**src/design/cmm_ram.sv**
```systemverilog
module cmm_ram #(
	parameter int WIDTH = 8,
	parameter int DEPTH = 16
) (
	input  logic                                   clk,
	input  logic                                   we,
	input  logic [((DEPTH > 1) ? $clog2(DEPTH) : 1)-1:0] addr,
	input  logic [WIDTH-1:0]                       wdata,
	output logic [WIDTH-1:0]                       rdata
);

	logic [WIDTH-1:0] mem_q [DEPTH];
	logic [WIDTH-1:0] rdata_q;

	always_ff @(posedge clk) begin
		if (we) begin
			mem_q[addr] <= wdata;
		end
		rdata_q <= mem_q[addr];
	end

	assign rdata = rdata_q;

endmodule

```
**config.mk**
```make
export PLATFORM = sky130hd
export DESIGN_NAME = cmm_ram
export DESIGN_NICKNAME = d
export VERILOG_FILES = /design/src/design/cmm_ram.sv
export SDC_FILE = /design/constraint.sdc
export NUM_CORES = 1
export LEC_CHECK = 0
export BUFFER_PORTS_ARGS = -buffer_cell sky130_fd_sc_hd__buf_4
export CORE_MARGIN = 4
export CORE_UTILIZATION = 47
export DETAILED_ROUTE_END_ITERATION = 6
export GPL_ROUTABILITY_DRIVEN = 1
export GPL_TIMING_DRIVEN = 0
export MAX_ROUTING_LAYER = met4
export PLACE_DENSITY = 0.74
export SLEW_MARGIN = 30
export SYNTH_ARGS = -nofsm -noshare
export SYNTH_HDL_FRONTEND = slang
export SYNTH_SLANG_ARGS = --single-unit
```
**constraint.sdc**
```tcl
create_clock -name clk -period 1.85 [get_ports clk]
set_input_delay 0.0925 -clock clk [delete_from_list [all_inputs] [get_ports clk]]
set_output_delay 0.0925 -clock clk [all_outputs]
set_load 0.02 [all_outputs]
```
# Yosys cells after proc, flatten, opt, wreduce, memory -nomap -nowiden
# Memories as Yosys holds them, arrays and structs flattened. A register that Yosys moved wholly into a read port is not among the register bits.
# Cells that the tools add are included.
[op_classes]
n_mux = 2
[ops]
columns = ["op", "count"]
rows = [
  ["$mux 1", 2],
]
[totals]
register_bits = 0
ram_bits = 128
input_bits = 14
out_inout_bits = 8
wordCells = 3
mem_count = 1
[memory_table]
columns = ["name", "words", "word_bits", "rd", "rd_ports_with_merged_regs", "wr", "line", "text"]
rows = [
  ["mem_q", 16, 8, 1, 1, 1, "12", "logic [WIDTH-1:0] mem_q [DEPTH];"],
]

# Longest topological paths before layout
[logic_depth]
depth_word = 2
ltp_mapped = 5
mapped_depth_nobuf = 3

# Worst setup path before layout
# Ideal clock, no wire load.
[synth_timing]
kind = "in2reg"
start = "input addr[2] (netlist bit)"
end = "memory mem_q[0][0] (enable)"
setup_time_ps = 383
arrival_time_ps = 1202
required_ps = 1467
path_slack_ps = 264
path_stages = 2
n_path_buf = 0
cell_sequence = "or3b_2 -> nor3_1"
[synth_lines]
columns = ["element", "line", "text"]
rows = [
  ["from (decl)", "7", "input logic [((DEPTH > 1) ? $clog2(DEPTH) : 1)-1:0] addr,"],
  ["to (decl)", "12", ""],
]
# Straight into the memory's write port.

# Final worst setup path
[layout_timing]
start = "input addr[1] (netlist bit)"
end = "memory mem_q[2][1] (enable)"
# Straight into the memory's write port.

==> out/metrics.cfg <==
[global_routing]
antenna_found_initial = 0
grt_max_degree = 17
grt_pass1_wl_um = 15700
grt_usage_pct = 17.8
overflow = 0
grt_pass1_vias = 2643

[critical_path]
arrival_ps = 1820
end_kind = flip-flop
path_cells = buf_2 -> buf_1 -> nand2b_1 -> nor2_1
cp_top_family = simple AND/OR/NAND/NOR gates
crit_type = in -> reg
critPathBufInv = 2
slowest_stage = nor2_1
cp_max_fo = 10
max_stage_delay_ps = 700
start_kind = primary input
cp.required_ps = 1990

[floorplan]
num_rows = 37
io_pins = 22
initial_core_util_pct = 48.6
die_height_um = 112
die_w_um = 112
dieArea_sq_um = 12500
coreArea_sq_um = 10400

[power]
finalPower_mw = 7.29
leakage_nw = 1.99
peakVddDrop_mv = 0.658
p_per_area_nw_per_um2 = 1200

[routing]
drt_iter0_drc = 249
dr.pass1.iters = 5
post_drt_wl_per_cell_um = 23.7
wl_um = 10100
drc = 0
final_antenna_net_count = 0
vias = 2476
vias_per_cell = 5.83

[sta]
max_freq_ghz = 0.595
setup_viol = 0
clock-skew-final_ps = 8.24
worst_pin_slew_ps = 874
layout_min_cycle_time_ps = 1680
finalHoldViolCount = 0
tns_ps = 0
rsz0062_at_grt = false
drv_slew = 0
relSlewSlack_pct = 41.5
min_period_over_period_pct = 90.9
hold_ws_ps = 161

[final_layout]
synthToLayoutAreaGrowth_pct = 20.2
stdcell_area_sq_um = 6090
nets = 290
final_cell_mix = edfxtp_1 (128), mux4_2 (32), buf_4 (19)
seq_area_sq_um = 4000
drive_gt1_share_pct = 32.2
antennaDiodeCount = 0
fillCellCount = 723
final_util_pct = 58.5
final_common_cell = edfxtp_1
multiInputGateArea_sq_um = 1020

[job]
maxCapViolCount = 0

[clock_tree]
cts_tree = done
root_buffer = clkbuf_8
cts_sinks = 136
clock_latency_ps = 520
htree_levels = 4
cts_buffer_depth = 2
cts.clk_slew.worst_paths_ps = 70
cts_buffers = 17
cts_resized = 0

[synthesis]
synth_seq_cells = 136
synth_top_cell_area_share_pct = 75.9
syn-num-nets = 244
syn_inst = 230
synthTopCellsByArea = edfxtp_1 (76%), mux4_2 (14%), dfxtp_1 (3.2%), a22oi_1 (2.4%), nor2_1 (0.96%)
syn_avg_cell_area_sq_um = 22.0
synth_cell_types = 18
ys_warn_count = 0
yosysSeqAreaShare_pct = 79.0
synth.largest_area_cell = edfxtp_1
synth.cell_area_sq_um = 5070

[place]
placed_area_sq_um = 5400
gp_congestion = 0.753
io_buffers = 19
dp.final_hpwl_um = 6050

[hold_path]
hold_path_class = in -> reg

[run_status]
status = completed

## what timing repair did
action / 4_1_cts / 5_1_grt
hold endpoints to repair: 128 / 0
setup buffers: 0 / 0
hold buffers: 8 / 0
setup endpoints to repair: 0 / 0
## final timing paths
kind,from,to,slack (ps),depth (start not counted)
max,addr[1],mem_q[2][1],170,4
min,addr[3],rdata[0],160,4
max reg2reg,mem_q[0][3],rdata[3],460,3
min reg2reg,mem_q[11][6],rdata[6],690,3
## metal layers
| metal | global-route usage [%] | vias to the layer above | routed length [um] |
|---|---|---|---|
| met1 | 22.4 | 1287 | 3960 |
| met4 | 5.92 | 0 | 131 |
| met5 | - | - | 0 |
| li1 | - | 1059 | - |
| met3 | 5.71 | 12 | 703 |
| met2 | 27.6 | 118 | 5270 |
## cells in the mapped netlist (all sizes together)
master,count
nor2,13
nand2b,2
nor2b,2
nand3b,2
buf,8
nand3,1
or3b,1
nor3,4
and2,1
a22oi,16
nand2,9
mux4,32
clkbuf,3
edfxtp,128
dfxtp,8
## worst min-delay path, stage by stage
cell and delay, ps:
buf_4 130, nor2_1 150, a22oi_1 200, nand2_1 70
## kinds of logic after synthesis
group / Yosys count / synth area share, %
simple gates: 35 / 3.21
mux: 32 / 14.2
compound gates: 16 / 2.37
flops: 136 / 79.0
buf+inv: 11 / 1.19
## metrics by stage
stage / setup WS (ps) / std cells
after floorplan: 264 / 230
after global placement: -358 / 385
after detailed placement: -372 / 385
after CTS: 143 / 425
after global routing: 7.01 / 425
final: 168 / 425
## final cells by class
| class | count | area share [%] |
|---|---|---|
| Timing Repair Buffer | 27 | 3.66 |
| Clock inverter | 14 | 3.04 |
| Buffer | 11 | 0.986 |
| Sequential cell | 136 | 65.7 |
| Clock buffer | 18 | 7.02 |
| Tap cell | 136 | 2.79 |
| Multi-Input combinational cell | 83 | 16.8 |
## flip-flops by register name, indices dropped and copies added (netlist names)
register	count
mem_q	128
rdata	8
## power breakdown
group / switching [mW] / total, mW / internal [mW]
clock: 1.33 / 3.45 / 2.13
sequential: 0.0195 / 3.46 / 3.44
combinational: 0.217 / 0.377 / 0.160
Power figures use the tool's default switching activity.
