## src/design/cmm_pkg.sv

```systemverilog
package cmm_pkg;

	localparam int NUM_CATEGORIES       = 32;
	localparam int ENTRIES_PER_CATEGORY = 256;

	localparam int MASK_W   = 32;
	localparam int VISIT_W  = 16;
	localparam int CODE_W   = 17;
	localparam int MODE_W   = 2;
	localparam int CATF_W   = 5;
	localparam int SLOT_W   = 8;
	localparam int CNTF_W   = 9;

	localparam int SEARCHED  = (NUM_CATEGORIES < MASK_W) ? NUM_CATEGORIES : MASK_W;
	localparam int CAT_W     = (NUM_CATEGORIES > 1) ? $clog2(NUM_CATEGORIES) : 1;
	localparam int IDX_W     = (ENTRIES_PER_CATEGORY > 1) ? $clog2(ENTRIES_PER_CATEGORY) : 1;
	localparam int CNT_W     = $clog2(ENTRIES_PER_CATEGORY + 1);
	localparam int TBL_DEPTH = NUM_CATEGORIES * ENTRIES_PER_CATEGORY;
	localparam int ADDR_W    = (TBL_DEPTH > 1) ? $clog2(TBL_DEPTH) : 1;

	typedef enum logic [MODE_W-1:0] {
		MODE_WRITE    = 2'd0,
		MODE_COUNT    = 2'd1,
		MODE_CLASSIFY = 2'd2
	} mode_t;

	typedef enum logic [1:0] {
		ST_IDLE,
		ST_BUSY,
		ST_EMIT
	} ctl_state_t;

	typedef enum logic [1:0] {
		SR_IDLE,
		SR_CAT,
		SR_PROBE
	} srch_state_t;

	typedef struct packed {
		logic              start;
		logic [CODE_W-1:0] code;
	} srch_req_t;

	typedef struct packed {
		logic              done;
		logic [MASK_W-1:0] mask;
	} srch_rsp_t;

	function automatic logic [ADDR_W-1:0] tbl_addr(input logic [CAT_W-1:0] cat,
		input logic [IDX_W-1:0] idx);
		return ADDR_W'(cat) * ADDR_W'(ENTRIES_PER_CATEGORY) + ADDR_W'(idx);
	endfunction

endpackage

```

## src/design/cmm_search.sv

```systemverilog
module cmm_search (
	input  logic                             clk,
	input  logic                             arst_n,
	input  cmm_pkg::srch_req_t               req,
	output cmm_pkg::srch_rsp_t               rsp,
	output logic [cmm_pkg::CAT_W-1:0]        cat,
	input  logic [cmm_pkg::CNT_W-1:0]        cat_count,
	output logic [cmm_pkg::ADDR_W-1:0]       rd_addr,
	input  logic [cmm_pkg::CODE_W-1:0]       rd_data
);

	cmm_pkg::srch_state_t state_q, state_n;
	logic [cmm_pkg::CAT_W-1:0]  cat_q, cat_n;
	logic [cmm_pkg::CNT_W-1:0]  lo_q, lo_n, hi_q, hi_n;
	logic [cmm_pkg::IDX_W-1:0]  mid_q, mid_n;
	logic                       eq_q, eq_n;
	logic [cmm_pkg::MASK_W-1:0] mask_q, mask_n;
	logic                       done_q, done_n;
	logic                       cat_end, hit, cat_last;

	assign cat_last = (cat_q == cmm_pkg::CAT_W'(cmm_pkg::SEARCHED - 1));

	always_ff @(posedge clk or negedge arst_n) begin
		if (!arst_n) begin
			state_q <= cmm_pkg::SR_IDLE;
			cat_q   <= '0;
			lo_q    <= '0;
			hi_q    <= '0;
			mid_q   <= '0;
			eq_q    <= 1'b0;
			mask_q  <= '0;
			done_q  <= 1'b0;
		end else begin
			state_q <= state_n;
			cat_q   <= cat_n;
			lo_q    <= lo_n;
			hi_q    <= hi_n;
			mid_q   <= mid_n;
			eq_q    <= eq_n;
			mask_q  <= mask_n;
			done_q  <= done_n;
		end
	end

	always_comb begin
		state_n = state_q;
		cat_n   = cat_q;
		lo_n    = lo_q;
		hi_n    = hi_q;
		mid_n   = mid_q;
		eq_n    = eq_q;
		mask_n  = mask_q;
		done_n  = 1'b0;
		cat_end = 1'b0;
		hit     = 1'b0;
		unique case (state_q)
			cmm_pkg::SR_IDLE: begin
				if (req.start) begin
					cat_n   = '0;
					mask_n  = '0;
					state_n = cmm_pkg::SR_CAT;
				end
			end
			cmm_pkg::SR_CAT: begin
				lo_n = '0;
				hi_n = cat_count;
				eq_n = 1'b0;
				if (cat_count == '0) begin
					cat_end = 1'b1;
				end else begin
					mid_n   = cmm_pkg::IDX_W'(cat_count >> 1);
					state_n = cmm_pkg::SR_PROBE;
				end
			end
			cmm_pkg::SR_PROBE: begin
				if (rd_data < req.code) begin
					lo_n = cmm_pkg::CNT_W'(mid_q) + cmm_pkg::CNT_W'(1);
				end else begin
					hi_n = cmm_pkg::CNT_W'(mid_q);
					eq_n = (rd_data == req.code);
				end
				if (lo_n < hi_n) begin
					mid_n = cmm_pkg::IDX_W'(lo_n + ((hi_n - lo_n) >> 1));
				end else begin
					cat_end = 1'b1;
					hit     = (lo_n < cat_count) && eq_n;
				end
			end
			default: begin
				state_n = cmm_pkg::SR_IDLE;
			end
		endcase
		if (cat_end) begin
			mask_n = mask_q | (cmm_pkg::MASK_W'(hit) << cat_q);
			if (cat_last) begin
				done_n  = 1'b1;
				state_n = cmm_pkg::SR_IDLE;
			end else begin
				cat_n   = cat_q + cmm_pkg::CAT_W'(1);
				state_n = cmm_pkg::SR_CAT;
			end
		end
	end

	assign rd_addr  = cmm_pkg::tbl_addr(cat_q, mid_n);
	assign cat      = cat_q;
	assign rsp.done = done_q;
	assign rsp.mask = mask_q;

endmodule

```

## config.mk

```make
export PLATFORM = sky130hd
export DESIGN_NAME = cmm_search
export DESIGN_NICKNAME = d
export VERILOG_FILES = /design/src/design/cmm_pkg.sv /design/src/design/cmm_search.sv
export SDC_FILE = /design/constraint.sdc
export NUM_CORES = 1
export LEC_CHECK = 0
export ABC_AREA = 1
export BUFFER_PORTS_ARGS = -buffer_cell sky130_fd_sc_hd__buf_2
export CAP_MARGIN = 20
export CORE_MARGIN = 5
export CORE_UTILIZATION = 61
export DETAILED_ROUTE_END_ITERATION = 10
export PLACE_DENSITY = 0.87
export REMOVE_ABC_BUFFERS = 1
export SLEW_MARGIN = 25
export SYNTH_ARGS = -nofsm -noshare
export SYNTH_HDL_FRONTEND = slang
export SYNTH_SLANG_ARGS = --single-unit
```

## constraint.sdc

```tcl
create_clock -name clk -period 12.6 [get_ports clk]
set_input_delay 0.63 -clock clk [delete_from_list [all_inputs] [get_ports clk]]
set_output_delay 0.63 -clock clk [all_outputs]
set_load 0.005 [all_outputs]
```

== Word-level counts from Yosys, hierarchy flattened ==
Index checks and enable logic that the tools add are counted.
Cells by class
  eq/ne operators: 7
  mux-type cells: 31
  reductions and logical operators: 8
  add/subtract/negate cells: 5
  shifts and indexed selects: 1
  bitwise operators: 1
  magnitude comparators: 3
Operator list (count)
  $mux 32: 3
  $mux 9: 4
  $pmux 9 s2: 2
  $or 32x32->32: 1
  $shl 1x5->32: 1
  $mux 5: 4
  $lt 9x9->1: 2
  $eq 17x17->1: 1
  $lt 17x17->1: 1
  $mux 8: 2
  $pmux 8 s2: 1
  $add 13x8->13: 1
  $add 8x1->9 const B: 1
  $logic_not 9->1: 1
  $mux 1: 9
  $sub 9x9->9: 1
  $add 8x8->8: 1
  $mux 2: 3
  $ne 3x3->1 const B: 2
  $pmux 2 s3: 1
  $reduce_bool 2->1: 3
  $add 5x1->5 const B: 1
  $eq 5x5->1 const B: 1
  $pmux 1 s2: 2
  other kinds (7): 7
Storage, ports and cells
  flip-flop bits (word level): 67
  input port bits: 46

== Depth between registers and ports, before layout ==
  depth in word-level cells: 10
  mapped depth: 31
  depth with buffers taken out: 30

== Worst setup path after synthesis ==
OpenSTA, ideal clock, no wires.
  path type: in2out
  from: input req[16] (netlist name)
  to: output rd_addr[6] (netlist name)
  path buffers: 1
  arrival time: 4.317 ns
  path slack: 7.653 ns
  stages on the path: 25
  cell sequence: inv_1 > ha_1 > a21o_1 > nor2_1 > nand2_1 > nor2_2 > nand2_2 > buf_2 > o21ai_0 > inv_1 > fa_1 > nand3_1 > nand2_1 > xor2_1 > ha_1 > inv_1 > o21bai_1 > a31oi_1 > nor2_1 > o21ai_0 > nand2_1 > xnor2_1 > nand2_1 > o21ai_0 > o21ai_0
On the way
  cells in the longest elaborated chain, start to end: 8
  elaborated cells between the ends (all ways): 11
Ends and longest elaborated chain
  start, declared: line cmm_search.sv:4  | input cmm_pkg::srch_req_t req,
  $lt 17x17->1 (*): line cmm_search.sv:76  | if (rd_data < req.code) begin
  $mux 9: line cmm_search.sv:76
  $mux 9: line cmm_search.sv:56  | unique case (state_q)
  $sub 9x9->9: line cmm_search.sv:83  | mid_n = cmm_pkg::IDX_W'(lo_n + ((hi_n - lo_n) >> 1));
  $add 8x8->8: line cmm_search.sv:83
  $mux 8 (*): line cmm_search.sv:82  | if (lo_n < hi_n) begin
  $pmux 8 s2 (*): line cmm_search.sv:56
  $add 13x8->13 (*): line cmm_pkg.sv:51  | return ADDR_W'(cat) * ADDR_W'(ENTRIES_PER_CATEGORY) + ADDR_W'(idx);
  end, declared: line cmm_search.sv:8  | output logic [cmm_pkg::ADDR_W-1:0] rd_addr,
Mark *: on every way between the ends. The rest lies on a longest branch, timed or not. The select of a mux whose other input is x is not followed.

== Worst setup path in the final report ==
  from: input req[12] (netlist name)
  to: output rd_addr[6] (netlist name)
The elaborated chain is that of the path after synthesis.

==> reports/results.txt <==
Status -> completed
XOR/XNOR share of the synthesized area -> 2.67%
PD cells -> 264 mW/mm^2
# DRC -> 0
Largest cells by area after synthesis -> dfrtp_1 34%, nand2_1 14%, ha_1 12%
Top cell type's share of synthesized area -> 34.0%
Post-synth EDFFs -> 0
CP max stage cell -> o21ai_0
Final wirelength -> 13.8 mm
Top layer reached by signal wires -> met4
WS Path Type -> in2out
CP most frequent cell -> nand2_1
Largest fanout on the critical path -> 23
R2R cell count -> 19
Sequential-to-total area share from yosys stat -> 34.0%
Fillers -> 682
Gp weighted congestion -> 0.949
CTS tree -> done
Vias/cell -> 5.71
Post-cts sizing count -> 0
Gr ovfl total -> 0
Post-Syn Area -> 0.00492 mm^2
Die width -> 99.9 um
Root Driver -> clkbuf_8
Ys async rst share -> 100%
R2r setup slk -> 8470 ps
Synth Area in Compound Gates -> 13.2%
Met3 wire length -> 949 um
Area grow syn2layout -> 13.3%
Avg Cell Area, Syn -> 7.44 um^2
M1 wire length -> 5.58 mm
Endpoints failing hold -> 0
CP Launch Type -> input pin
Pin count of the biggest net entering global routing -> 68
Die height -> 99.9 um
Post-CTS setup buffers -> 0
Core area -> 0.00781 mm^2
Mux cell area share after synthesis -> 0%
Max Clock Skew -> 12.2 ps
Primary FF master, synth -> dfrtp_1
Port Buffer Count -> 96
First-pass GRT wire length -> 23.0 mm
Slew HR -> 38.0%
Clock sink count -> 67
Hold Path Class -> in2async
FF-to-FF End -> mid_q[6]
Adder-cell share of the synthesized area -> 13.0%
Simple-gate share of the synthesized area -> 27.3%
Via Count -> 4883
Critical Path AT -> 5420 ps
Critical path capture point type -> primary output
FF+latch count, synth -> 67
Std-Cell Rows -> 32
Synth Warn # -> 0
Die area -> 0.00997 mm^2
Min cycle time layout -> 6050 ps
Reg2reg start -> mid_q[0]
Max H-tree Level -> 3
Initial drt markers -> 332
First-pass DRT Iterations -> 6
Netlist cell types -> 37
Peak Freq -> 0.165 GHz
Worst skew pair latency -> 350 ps
Post-place setup slack -> 6610 ps
Reg clk slew, reported paths -> 80 ps
Post-route ant nets -> 0
Layout cell share with drive strength beyond 1 -> 17.9%
CP Data Required Time -> 11970 ps
RSZ-0062 raised after global routing -> false
Syn Inst Count -> 662
Worst vdd ir -> 0.000114 V
Biggest area consumer among synthesized cells -> dfrtp_1
Final Setup Violations -> 0
Cts bufs inserted -> 9
Sum Neg Setup Slack -> 0 ps
Hold_buf cts -> 0
Setup WS post-layout -> 6550 ps
Number of global-route vias before repair -> 4803
Final Max Slew Viols -> 0
Post-route clock period utilization -> 48.0%
DR WL/cell -> 16.1 um
Ports -> 97
CP peak stage delay -> 670 ps
Ant diodes -> 0
DPL Wire Length -> 10.4 mm
Critical path launch point -> req[12]
Fin nets -> 844
Overall Global Routing Usage -> 28.6%
Main combinational cell family by area after synthesis -> simple AND/OR/NAND/NOR gates
Max-cap violation count -> 0
WHS -> 472 ps
CTS max path bufs -> 2
Initial Util -> 63.1%
Worst-Margin Slew -> 929 ps
Pleak -> 0.00317 uW
Met2 wire length -> 6.85 mm
Initial antenna violation count -> 0
-- cell usage after synthesis (4+ instances only) --
| master | count |
|---|---|
| nand3_1 | 38 |
| o21ai_0 | 71 |
| buf_4 | 6 |
| nand2_2 | 4 |
| o211ai_1 | 6 |
| xnor2_1 | 4 |
| ha_1 | 48 |
| a21oi_1 | 33 |
| nand4_1 | 28 |
| dfrtp_1 | 67 |
| nand2_1 | 178 |
| clkbuf_1 | 7 |
| xor2_1 | 11 |
| buf_2 | 7 |
| nor2_1 | 30 |
| inv_1 | 81 |
| nor2_4 | 4 |
| inv_2 | 6 |
-- critical path, delay by kind of cell --
kind / cells / cell delay [ps]
AOI/OAI and AO/OA: 6 / 1450
and+or+nand+nor: 12 / 1250
adders and majority gates: 3 / 1120
buffers and inverters: 6 / 620
xor gates and xnor gates: 2 / 320
-- worst max-delay path by stage --
stage	to	slack (ps)	cells after the start
6_report	rd_addr[6]	6550	29
5_1_grt	rd_addr[7]	6170	28
4_1_cts	rd_addr[6]	6590	29
3_5_place_dp	rd_addr[6]	6610	29
3_3_place_gp	rd_addr[6]	6750	29
2_1_floorplan	rd_addr[6]	7660	24
-- stage by stage --
| step | instances | instance area, um^2 | power [uW] | util (%) |
|---|---|---|---|---|
| 2_1_floorplan | 640 | 4790 | 1020 | - |
| 3_3_place_gp | 839 | 5400 | 1270 | 69.2 |
| 3_5_place_dp | 839 | 5400 | 1290 | 69.2 |
| 4_1_cts | 855 | 5580 | 1460 | 71.5 |
| 5_1_grt | 855 | 5580 | 1610 | 71.5 |
| 6_report | 855 | 5580 | 1470 | 71.5 |
-- report_power, final --
part | leakage, uW | switching [uW] | internal (uW)
registers | 0.000897 | 44.5 | 264
logic | 0.00218 | 634 | 363
clock network | 0.0000860 | 93.1 | 72.4
total | 0.00317 | 772 | 699
-- kinds of logic after synthesis --
kind of cell	after synthesis
AOI/OAI and AO/OA	121
xor gates and xnor gates	15
adders and majority gates	50
buffers and inverters	113
DFF	67
and+or+nand+nor	296
-- sequential cells by signal, indices dropped and copies added (netlist names) --
signal   cells
mid_q        8
cat          5
hi_q         9
eq_q         1
lo_q         9
done_q       1
mask_q      32
state_q      2
-- layout by cell type, fill, tap and decap left out, drive strengths merged --
cell / count
nor4: 1
xor2: 11
xnor2: 4
and2: 1
clkbuf: 9
a21o: 2
nand4: 28
fa: 2
clkinvlp: 2
o21bai: 1
o21a: 1
ha: 48
inv: 90
and3: 1
o22ai: 3
nand3: 38
nand3b: 3
dfrtp: 67
nor2: 37
o21ai: 71
clkinv: 6
o211ai: 6
a21oi: 34
nand2: 183
buf: 97
a31oi: 3
nor3: 4
-- final cells by class --
cell class                 count  area, um^2  area share (%)
multi-input combinational    482        2770            49.6
tap                          102         128            2.29
clock inverter                 7        51.3           0.919
timing repair buffer          97         488            8.75
inverter                      91         344            6.17
sequential                    67        1680            30.1
clock buffer                   9         124            2.22
-- metal layers --
layer | GRT usage (%) | up-vias
li1 | - | 2357
met4 | 10.6 | 0
met1 | 35.6 | 2277
met2 | 48.6 | 216
met5 | 0 | -
met3 | 6.25 | 33
(Power assumes the default switching activity.)
